$ cat config.mk
export PLATFORM = sky130hd
export DESIGN_NAME = utf8_to_ucs2_stream_decoder_top_flat
export DESIGN_NICKNAME = d
export VERILOG_FILES = /design/src/hdl/u8dec_pkg.sv /design/src/hdl/u8dec_ifs.sv /design/src/hdl/u8dec_front.sv /design/src/hdl/u8dec_queue.sv /design/src/hdl/u8dec_back.sv /design/src/hdl/utf8_to_ucs2_stream_decoder_top.sv /design/src/flat_wrapper.sv
export SDC_FILE = /design/constraint.sdc
export NUM_CORES = 1
export LEC_CHECK = 0
export BUFFER_PORTS_ARGS = -buffer_cell sky130_fd_sc_hd__clkbuf_2
export CAP_MARGIN = 20
export CORE_ASPECT_RATIO = 2
export CORE_MARGIN = 1.5
export CORE_UTILIZATION = 65
export CTS_CLUSTER_DIAMETER = 80
export CTS_CLUSTER_SIZE = 40
export DETAILED_ROUTE_END_ITERATION = 6
export PLACE_DENSITY = 0.83
export REMOVE_ABC_BUFFERS = 1
export SKIP_LAST_GASP = 1
export SYNTH_ARGS = -nofsm -noshare
export SYNTH_HDL_FRONTEND = slang
export SYNTH_SLANG_ARGS = --single-unit
$ cat constraint.sdc
create_clock -name clk -period 11.46 [get_ports clk]
set_clock_uncertainty 0.2 [all_clocks]
set_input_delay 2.292 -clock clk [delete_from_list [all_inputs] [get_ports clk]]
set_output_delay 2.292 -clock clk [all_outputs]
set_load 0.01 [all_outputs]
$ cat src/hdl/u8dec_pkg.sv
// shared types, constants and decode functions for the utf-8 byte stream decoder
package u8dec_pkg;

  localparam int MaxSeqBytes = 6;
  localparam int HeldDepth   = MaxSeqBytes - 1;

  localparam logic [15:0] SubstUnit = 16'h003F;

  typedef logic [7:0] byte_t;
  typedef logic [2:0] count_t;
  typedef byte_t [MaxSeqBytes-1:0] seq_buf_t;

  // one request from the front to the back: bytes to decode, then optionally a terminator
  typedef struct packed {
    seq_buf_t bytes;
    count_t   count;
    logic     term;
  } cmd_t;

  // length announced by a lead byte, zero if it cannot lead
  function automatic count_t seq_length(byte_t c);
    count_t len;
    if (c < 8'h80) begin
      len = 3'd1;
    end else if (!c[6]) begin
      len = 3'd0;
    end else if (c < 8'hE0) begin
      len = 3'd2;
    end else if (c < 8'hF0) begin
      len = 3'd3;
    end else if (c < 8'hF8) begin
      len = 3'd4;
    end else if (c < 8'hFC) begin
      len = 3'd5;
    end else if (c < 8'hFE) begin
      len = 3'd6;
    end else begin
      len = 3'd0;
    end
    if (int'(len) > MaxSeqBytes) begin
      len = 3'd0;
    end
    return len;
  endfunction

  // lead plus continuation bits, values past the basic plane become the substitute
  function automatic logic [15:0] compose_unit(seq_buf_t b, count_t len);
    logic [30:0] v;
    v = '0;
    case (len)
      3'd2: v = {20'd0, b[0][4:0], b[1][5:0]};
      3'd3: v = {15'd0, b[0][3:0], b[1][5:0], b[2][5:0]};
      3'd4: v = {10'd0, b[0][2:0], b[1][5:0], b[2][5:0], b[3][5:0]};
      3'd5: v = {5'd0, b[0][1:0], b[1][5:0], b[2][5:0], b[3][5:0], b[4][5:0]};
      3'd6: v = {b[0][0], b[1][5:0], b[2][5:0], b[3][5:0], b[4][5:0], b[5][5:0]};
      default: v = {23'd0, b[0]};
    endcase
    return (v[30:16] != '0) ? SubstUnit : v[15:0];
  endfunction

endpackage

$ cat src/hdl/u8dec_ifs.sv
// byte and code unit channel interfaces
interface u8dec_byte_if;
  logic              valid;
  logic              ready;
  u8dec_pkg::byte_t  data_byte;

  modport source(output valid, output data_byte, input ready);
  modport sink(input valid, input data_byte, output ready);
endinterface

interface u8dec_unit_if;
  logic        valid;
  logic        ready;
  logic [15:0] code_unit;
  logic        last_in_run;
  logic        end_of_string;

  modport source(output valid, output code_unit, output last_in_run, output end_of_string,
                 input ready);
  modport sink(input valid, input code_unit, input last_in_run, input end_of_string,
               output ready);
endinterface

$ cat src/hdl/u8dec_front.sv
// front end: takes bytes, gathers sequences and issues decode requests
module u8dec_front (
  input  logic              clk,
  input  logic              rst,
  u8dec_byte_if.sink        text_bytes,
  output u8dec_pkg::cmd_t   cmd,
  output logic              cmd_valid,
  input  logic              cmd_ready
);

  u8dec_pkg::byte_t   pending [u8dec_pkg::HeldDepth];
  u8dec_pkg::count_t  held;
  u8dec_pkg::count_t  expected;
  u8dec_pkg::count_t  held_next;
  u8dec_pkg::count_t  expected_next;
  u8dec_pkg::count_t  lead_len;
  u8dec_pkg::seq_buf_t merged;
  u8dec_pkg::byte_t   b;
  logic               accept;
  logic               write_en;

  assign text_bytes.ready = cmd_ready;
  assign accept = text_bytes.valid && cmd_ready;
  assign b = text_bytes.data_byte;
  assign lead_len = u8dec_pkg::seq_length(b);

  // held bytes with the incoming byte dropped into the next free slot
  always_comb begin
    for (int i = 0; i < u8dec_pkg::HeldDepth; i++) begin
      merged[i] = (held == u8dec_pkg::count_t'(i)) ? b : pending[i];
    end
    merged[u8dec_pkg::HeldDepth] = b;
  end

  always_comb begin
    held_next     = held;
    expected_next = expected;
    write_en      = 1'b0;
    cmd_valid     = 1'b0;
    cmd.bytes     = merged;
    cmd.count     = held;
    cmd.term      = 1'b0;
    if (b == '0) begin
      // end of string: flush whatever is held, then terminate
      cmd_valid     = accept;
      cmd.term      = 1'b1;
      held_next     = '0;
      expected_next = '0;
    end else if (held == '0) begin
      if (lead_len <= 3'd1) begin
        cmd_valid = accept;
        cmd.count = 3'd1;
      end else begin
        write_en      = 1'b1;
        held_next     = 3'd1;
        expected_next = lead_len;
      end
    end else if (({1'b0, held} + 4'd1) < {1'b0, expected}) begin
      write_en  = 1'b1;
      held_next = held + 3'd1;
    end else begin
      cmd_valid     = accept;
      cmd.count     = expected;
      held_next     = '0;
      expected_next = '0;
    end
  end

  always_ff @(posedge clk) begin
    if (rst) begin
      held     <= '0;
      expected <= '0;
    end else if (accept) begin
      held     <= held_next;
      expected <= expected_next;
    end
  end

  always_ff @(posedge clk) begin
    for (int i = 0; i < u8dec_pkg::HeldDepth; i++) begin
      if (accept && write_en && held == u8dec_pkg::count_t'(i)) begin
        pending[i] <= b;
      end
    end
  end

endmodule

$ cat src/hdl/u8dec_queue.sv
// two-entry request queue between front and back
module u8dec_queue (
  input  logic             clk,
  input  logic             rst,
  input  u8dec_pkg::cmd_t  push_cmd,
  input  logic             push_valid,
  output logic             push_ready,
  output u8dec_pkg::cmd_t  pop_cmd,
  output logic             pop_valid,
  input  logic             pop_ready
);

  u8dec_pkg::cmd_t mem [2];
  logic            wr_ptr;
  logic            rd_ptr;
  logic [1:0]      count;
  logic            push;
  logic            pop;

  assign push_ready = (count != 2'd2);
  assign pop_valid  = (count != 2'd0);
  assign pop_cmd    = mem[rd_ptr];
  assign push       = push_valid && push_ready;
  assign pop        = pop_valid && pop_ready;

  always_ff @(posedge clk) begin
    if (rst) begin
      wr_ptr <= 1'b0;
      rd_ptr <= 1'b0;
      count  <= 2'd0;
    end else begin
      if (push) begin
        wr_ptr <= ~wr_ptr;
      end
      if (pop) begin
        rd_ptr <= ~rd_ptr;
      end
      if (push && !pop) begin
        count <= count + 2'd1;
      end else if (pop && !push) begin
        count <= count - 2'd1;
      end
    end
  end

  always_ff @(posedge clk) begin
    if (push) begin
      mem[wr_ptr] <= push_cmd;
    end
  end

endmodule

$ cat src/hdl/u8dec_back.sv
// back end: walks a request, one code unit per cycle unless stalled, into the output register
module u8dec_back (
  input  logic             clk,
  input  logic             rst,
  input  u8dec_pkg::cmd_t  cmd,
  input  logic             cmd_valid,
  output logic             cmd_ready,
  u8dec_unit_if.source     code_units
);

  logic                busy;
  u8dec_pkg::seq_buf_t wbuf;
  u8dec_pkg::count_t   wcnt;
  logic                wterm;

  logic                out_valid;
  logic [15:0]         out_unit;
  logic                out_last;
  logic                out_eos;

  u8dec_pkg::byte_t    lead;
  u8dec_pkg::count_t   len;
  u8dec_pkg::count_t   adv;
  u8dec_pkg::count_t   rem;
  u8dec_pkg::seq_buf_t shifted;
  logic                fits;
  logic [15:0]         unit;
  logic                eos;
  logic                final_unit;
  logic                step;
  logic                load;

  assign lead = wbuf[0];
  assign len  = u8dec_pkg::seq_length(lead);
  assign fits = (len >= 3'd2) && (len <= wcnt);

  always_comb begin
    if (wcnt != '0) begin
      unit = fits ? u8dec_pkg::compose_unit(wbuf, len) : {8'd0, lead};
      adv  = fits ? len : 3'd1;
      eos  = 1'b0;
    end else begin
      unit = '0;
      adv  = '0;
      eos  = 1'b1;
    end
  end

  assign rem        = wcnt - adv;
  assign shifted    = u8dec_pkg::seq_buf_t'(wbuf >> {adv, 3'b000});
  assign final_unit = (wcnt == '0) || ((rem == '0) && !wterm);
  assign step       = busy && (!out_valid || code_units.ready);
  // next request comes in as the current one gives its last unit
  assign load       = !busy || (step && final_unit);
  assign cmd_ready  = load;

  assign code_units.valid         = out_valid;
  assign code_units.code_unit     = out_unit;
  assign code_units.last_in_run   = out_last;
  assign code_units.end_of_string = out_eos;

  always_ff @(posedge clk) begin
    if (rst) begin
      busy      <= 1'b0;
      out_valid <= 1'b0;
    end else begin
      if (load) begin
        busy <= cmd_valid;
      end
      if (step) begin
        out_valid <= 1'b1;
      end else if (code_units.ready) begin
        out_valid <= 1'b0;
      end
    end
  end

  always_ff @(posedge clk) begin
    if (load) begin
      wbuf  <= cmd.bytes;
      wcnt  <= cmd.count;
      wterm <= cmd.term;
    end else if (step) begin
      wbuf <= shifted;
      wcnt <= rem;
    end
    if (step) begin
      out_unit <= unit;
      out_last <= final_unit;
      out_eos  <= eos;
    end
  end

endmodule

$ cat src/hdl/utf8_to_ucs2_stream_decoder_top.sv
// utf-8 to 16-bit code unit stream decoder, top level
// text_bytes carries one byte per request (valid/ready); a zero byte ends the string.
// code_units carries one 16-bit unit per request, with last_in_run on the final unit
// that a byte causes and end_of_string on the terminating zero.
// a byte that completes a sequence, or a plain or stray byte, gives one unit; bytes
// inside a sequence give none; a zero byte gives the raw held bytes (re-decoded) and
// then the terminator, up to six units in all.
// a unit passes the request queue, the back end work buffer and the output register.
// throughput: one byte per cycle while each byte gives at most one unit and the
// receiver keeps up; the back end produces one unit per cycle then, so a flush holds
// the front once the two-entry request queue between front and back has filled.
// a stalled receiver holds the output register; the back end stops, the queue fills
// and text_bytes.ready drops. no byte or unit is dropped.
// rst (synchronous, active high) empties the queue and output and drops any partly
// gathered sequence.
module utf8_to_ucs2_stream_decoder_top (
  input  logic          clk,
  input  logic          rst,
  u8dec_byte_if.sink    text_bytes,
  u8dec_unit_if.source  code_units
);

  u8dec_pkg::cmd_t front_cmd;
  logic            front_valid;
  logic            front_ready;
  u8dec_pkg::cmd_t back_cmd;
  logic            back_valid;
  logic            back_ready;

  u8dec_front u_front (
    .clk        (clk),
    .rst        (rst),
    .text_bytes (text_bytes),
    .cmd        (front_cmd),
    .cmd_valid  (front_valid),
    .cmd_ready  (front_ready)
  );

  u8dec_queue u_queue (
    .clk        (clk),
    .rst        (rst),
    .push_cmd   (front_cmd),
    .push_valid (front_valid),
    .push_ready (front_ready),
    .pop_cmd    (back_cmd),
    .pop_valid  (back_valid),
    .pop_ready  (back_ready)
  );

  u8dec_back u_back (
    .clk        (clk),
    .rst        (rst),
    .cmd        (back_cmd),
    .cmd_valid  (back_valid),
    .cmd_ready  (back_ready),
    .code_units (code_units)
  );

`ifndef SYNTHESIS
  a_eos_is_last_zero: assert property (@(posedge clk) disable iff (rst)
    code_units.valid && code_units.end_of_string |->
      code_units.last_in_run && code_units.code_unit == 16'd0)
    else $error("terminator not a final zero unit");

  a_run_continues: assert property (@(posedge clk) disable iff (rst)
    code_units.valid && code_units.ready && !code_units.last_in_run |=> code_units.valid)
    else $error("gap inside a run of units");

  a_no_queue_overflow: assert property (@(posedge clk) disable iff (rst)
    front_valid |-> front_ready)
    else $error("request pushed into a full queue");
`endif

endmodule
$ cat src/flat_wrapper.sv
// flat-port wrapper written by rule: the top's interface ports become plain ports
module utf8_to_ucs2_stream_decoder_top_flat 
  (clk, rst, text_bytes_valid, text_bytes_data_byte, text_bytes_ready, code_units_valid, code_units_code_unit, code_units_last_in_run, code_units_end_of_string, code_units_ready);
  u8dec_byte_if text_bytes_i ();
  u8dec_unit_if code_units_i ();
  input  logic clk;
  input  logic rst;
  input wire logic [$bits(text_bytes_i.valid)-1:0] text_bytes_valid;
  input wire logic [$bits(text_bytes_i.data_byte)-1:0] text_bytes_data_byte;
  output wire logic [$bits(text_bytes_i.ready)-1:0] text_bytes_ready;
  output wire logic [$bits(code_units_i.valid)-1:0] code_units_valid;
  output wire logic [$bits(code_units_i.code_unit)-1:0] code_units_code_unit;
  output wire logic [$bits(code_units_i.last_in_run)-1:0] code_units_last_in_run;
  output wire logic [$bits(code_units_i.end_of_string)-1:0] code_units_end_of_string;
  input wire logic [$bits(code_units_i.ready)-1:0] code_units_ready;
  assign text_bytes_i.valid = text_bytes_valid;
  assign text_bytes_i.data_byte = text_bytes_data_byte;
  assign text_bytes_ready = text_bytes_i.ready;
  assign code_units_valid = code_units_i.valid;
  assign code_units_code_unit = code_units_i.code_unit;
  assign code_units_last_in_run = code_units_i.last_in_run;
  assign code_units_end_of_string = code_units_i.end_of_string;
  assign code_units_i.ready = code_units_ready;
  utf8_to_ucs2_stream_decoder_top u_core (.clk(clk), .rst(rst), .text_bytes(text_bytes_i), .code_units(code_units_i));
endmodule
==> summary.md <==
| Metric | Value |
|---|---|
| Hold Buf Count CTS | 0 |
| Number of global-route vias before repair | 7337 |
| Skew-Pair Late Insertion Delay | 490 ps |
| CTS buffer count | 9 |
| Largest vdd supply drop | 0.000234 V |
| Commonest non-fill, non-tap cell in the layout | edfxtp_1 |
| Full die area | 0.0177 mm^2 |
| CP delay by family, top | simple AND/OR/NAND/NOR gates |
| Seq cells post-synth | 227 |
| Cell-internal power | 1.81 mW |
| HP Class | reg -> reg |
| Routed vias | 7731 |
| Most frequent cell on the critical path | ha_1 |
| CTS tree | yes |
| Largest net degree at the start of global routing | 55 |
| Initial antenna violation count | 0 |
| Post-synth cell types | 71 |
| Average size of a mapped cell | 12.6 um^2 |
| Yosys warnings | 0 |
| Post-DR vias/cell | 7.16 |
| CTS max path bufs | 3 |
| Register area share after synthesis | 61.1% |
| Combinational power share | 42.2% |
| Worst Path Buf+Inv | 4 |
| Mapped Area | 0.0109 mm^2 |
| Clk pwr share | 12.3% |
| Crit Path Class | reg -> reg |
| PortBufs | 31 |
| Setup violations, final | 0 |
| Status | finished, final reports clean |
| Layout Nets | 895 |
| Number of DRC markers in iteration 0 | 1111 |
| Wire length on met1 | 9960 um |
| Crit-path cells | nand2b_1 > a31oi_2 > buf_4 > inv_1 > ha_1 > nor2b_1 > o21ai_2 > nand4_2 > nand2_2 > inv_1 > ha_1 > fa_1 > nand3b_1 > or2_1 > a2111o_1 > o311a_1 > inv_2 > o21ai_0 > ha_1 > or3_1 > a21oi_1 |
| Area grow syn2layout | 4.87% |
| Crit path required time | 11670 ps |
| RSZ-0062 raised after global routing | no |
| Chip Height | 186 um |
| Slowest cell on the critical path | edfxtp_1 |
| H-tree depth | 1 |
| DRT Wirelength | 28800 um |
| Layout fillers | 1179 |
| Placed cell count | 1065 |
| Crit path largest cell delay | 780 ps |
| I/O Pins | 32 |
| Final Util | 69.1% |
| Arrival time at the worst endpoint | 7350 ps |
| GP Congestion | 0.939 |
| Final Hold Fails | 0 |
| Fraction of layout cells with a size suffix above 1 | 12.0% |
| Hold Path Depth | 2 |
| Root buf cell | clkbuf_16 |
| Crit Reg-Reg Startpoint | u_core.u_back.lead[2]$_DFFE_PP_ |
| Antenna viol nets, final | 0 |
| Top_reg_cell synth | edfxtp_1 |
| Number of gates given a new drive strength after cts | 0 |
| Routed WL per cell | 26.7 um |
| Worst Path Max Fanout | 41 |
| DR pass1 iterations | 6 |
| # rows | 67 |
| Most frequent cells in the layout | edfxtp_1 (214), nand2_1 (84), mux2i_1 (75) |
| Gate Count Post-Synth | 870 |
| WL met2 | 14300 um |
| Reg-to-reg critical path endpoint | u_core.u_queue.count[1]$_SDFFE_PP0P_ |
| Hold endpoint | u_core.u_front.expected[2]$_SDFFE_PP0P_ |
| Leak Pwr | 3.91 nW |
| PwrDens | 273 mW/mm^2 |
| Max_cap viols | 0 |
| Global Route Usage Sum | 33.1% |
| Metal3 WL | 2530 um |
| Non-Filler Instances | 1079 |
| Slew @ Worst Pin | 1170 ps |
| Slew Limit Fails | 0 |
| First-pass GRT wire length | 43400 um |
| Critical Path Start Type | register |
| Die X | 94.7 um |
| Number of diodes | 0 |
| Reg2reg path depth | 21 |
| Core area | 0.0166 mm^2 |
| Sw power | 1.33 mW |
| Post-synth ARST share | 0% |
| Worst hold path startpoint | u_core.u_front.expected[2]$_SDFFE_PP0P_ |
| Drc violations | 0 |
| Register-to-register setup slack | 4320 ps |
| Reg clk slew, reported paths | 130 ps |
| Grt ovf | 0 |
| Top Metal Used | met4 |
| Post-CTS Setup Bufs | 0 |
| Post-layout min period | 7140 ps |
| Period utilization | 62.3% |
| HPWL after detailed placement | 19800 um |
| Initial core utilization | 65.9% |
| Reg power frac | 45.4% |
| Worst Setup SP | u_core.u_back.lead[2]$_DFFE_PP_ |
| Worst setup EP type | register |
| Final setup TNS | 0 ps |
| Fmax achieved | 140 MHz |
| CTS sink count | 227 |
| EDFF count, synth | 214 |
| Worst rel slew slack | 21.3% |
| Switching Share | 42.3% |
==> cells in the mapped netlist (3+ instances only) <==
cell type	instances	share of area [%]
a211oi_1	18	1.2
a21boi_0	4	0.27
a21oi_1	53	2.4
a221o_1	9	0.82
a221oi_1	9	0.72
a222oi_1	5	0.46
a22oi_1	10	0.69
a31oi_1	5	0.29
and2_1	9	0.51
and3_1	5	0.29
buf_2	22	1.0
buf_4	3	0.21
clkbuf_1	26	0.89
dfxtp_1	13	2.4
edfxtp_1	214	59
ha_1	11	1.3
inv_1	17	0.58
inv_2	3	0.10
mux2_2	33	3.4
mux2i_1	75	6.9
nand2_1	84	2.9
nand2b_1	8	0.46
nand3_1	11	0.50
nand3b_1	3	0.21
nand4_1	11	0.63
nor2_1	46	1.6
nor2b_1	13	0.74
nor3_1	5	0.23
nor3b_1	3	0.21
nor4_1	5	0.29
o21ai_0	43	2.0
o221ai_1	15	1.2
o22ai_1	11	0.63
o31a_1	8	0.64
o31ai_1	11	0.75
or3_1	3	0.17
or4_1	3	0.21
==> power by group through the flow <==
stage / clock network [mW] / registers, mW / logic [mW]
floorplan: 0 / 1.36 / 0.878
global placement: 0 / 1.42 / 1.23
detailed placement: 0 / 1.43 / 1.27
CTS: 0.388 / 1.41 / 1.28
global route: 0.413 / 1.43 / 1.42
finish: 0.386 / 1.42 / 1.32
==> cell type report <==
cell class	instances	area, um^2	share of cell area, %
tap	207	259	2.26
multi-input combinational	570	3960	34.5
clock inverter	2	17.5	0.153
inverter	20	75.1	0.654
timing repair buffer	43	253	2.20
clock buffer	10	229	2.00
sequential	227	6690	58.3
==> kinds of logic (layout without fill, tap and decap cells) <==
group / Yosys count / after routing / share of synthesized area (%)
DFF: 227 / 227 / 61.1
xor gates and xnor gates: 4 / 4 / 0.320
AOI/OAI and AO/OA: 227 / 227 / 14.2
adders and majority gates: 12 / 12 / 1.44
muxes: 108 / 108 / 10.3
buffers and inverters: 73 / 75 / 2.93
and+or+nand+nor: 219 / 219 / 9.80
==> flip-flops by register name, summed over array words and instances (netlist names), 2 cells and up, named ones only <==
name / cells
u_core.u_queue.mem: 104
u_core.u_back.wbuf: 40
u_core.u_front.pending: 40
u_core.u_back.code_units.code_unit: 16
u_core.u_back.lead: 8
u_core.u_back.wcnt: 3
u_core.u_front.expected: 3
u_core.u_front.held: 3
u_core.u_queue.count: 2
==> tightest hold or removal path, cell delays in order, from the launching register on <==
cell,delay [ps]
dfxtp_1,350
nand2_1,60
a21oi_1,50
==> metrics by stage <==
stage                     instance area (um^2)  hold WS [ps]  setup slack (ps)  total power, mW
after detailed placement                 11200           270              3930             2.70
after global routing                     11500           322              3890             3.27
final                                    11500           291              4320             3.13
after global placement                   11200           265              4280             2.65
after CTS                                11500           287              3890             3.07
after floorplan                          10700           243              3110             2.24
==> routing by layer <==
metal | vias to the layer above | GRT usage, %
li1 | 3381 | -
met1 | 3682 | 42.8
met2 | 542 | 53.8
met3 | 126 | 3.95
met4 | 0 | 18.0
met5 | - | 0
==> worst max path at each step <==
stage                     cells past startpoint                                   end  slack [ps]
after floorplan                              18  u_core.u_queue.count[1]$_SDFFE_PP0P_        3110
after global placement                       21  u_core.u_queue.count[1]$_SDFFE_PP0P_        4280
after detailed placement                     21  u_core.u_queue.count[1]$_SDFFE_PP0P_        3930
after CTS                                    21  u_core.u_queue.count[1]$_SDFFE_PP0P_        3890
after global routing                         21  u_core.u_queue.count[1]$_SDFFE_PP0P_        3890
final                                        21  u_core.u_queue.count[1]$_SDFFE_PP0P_        4320
(Power assumes the default switching activity.)
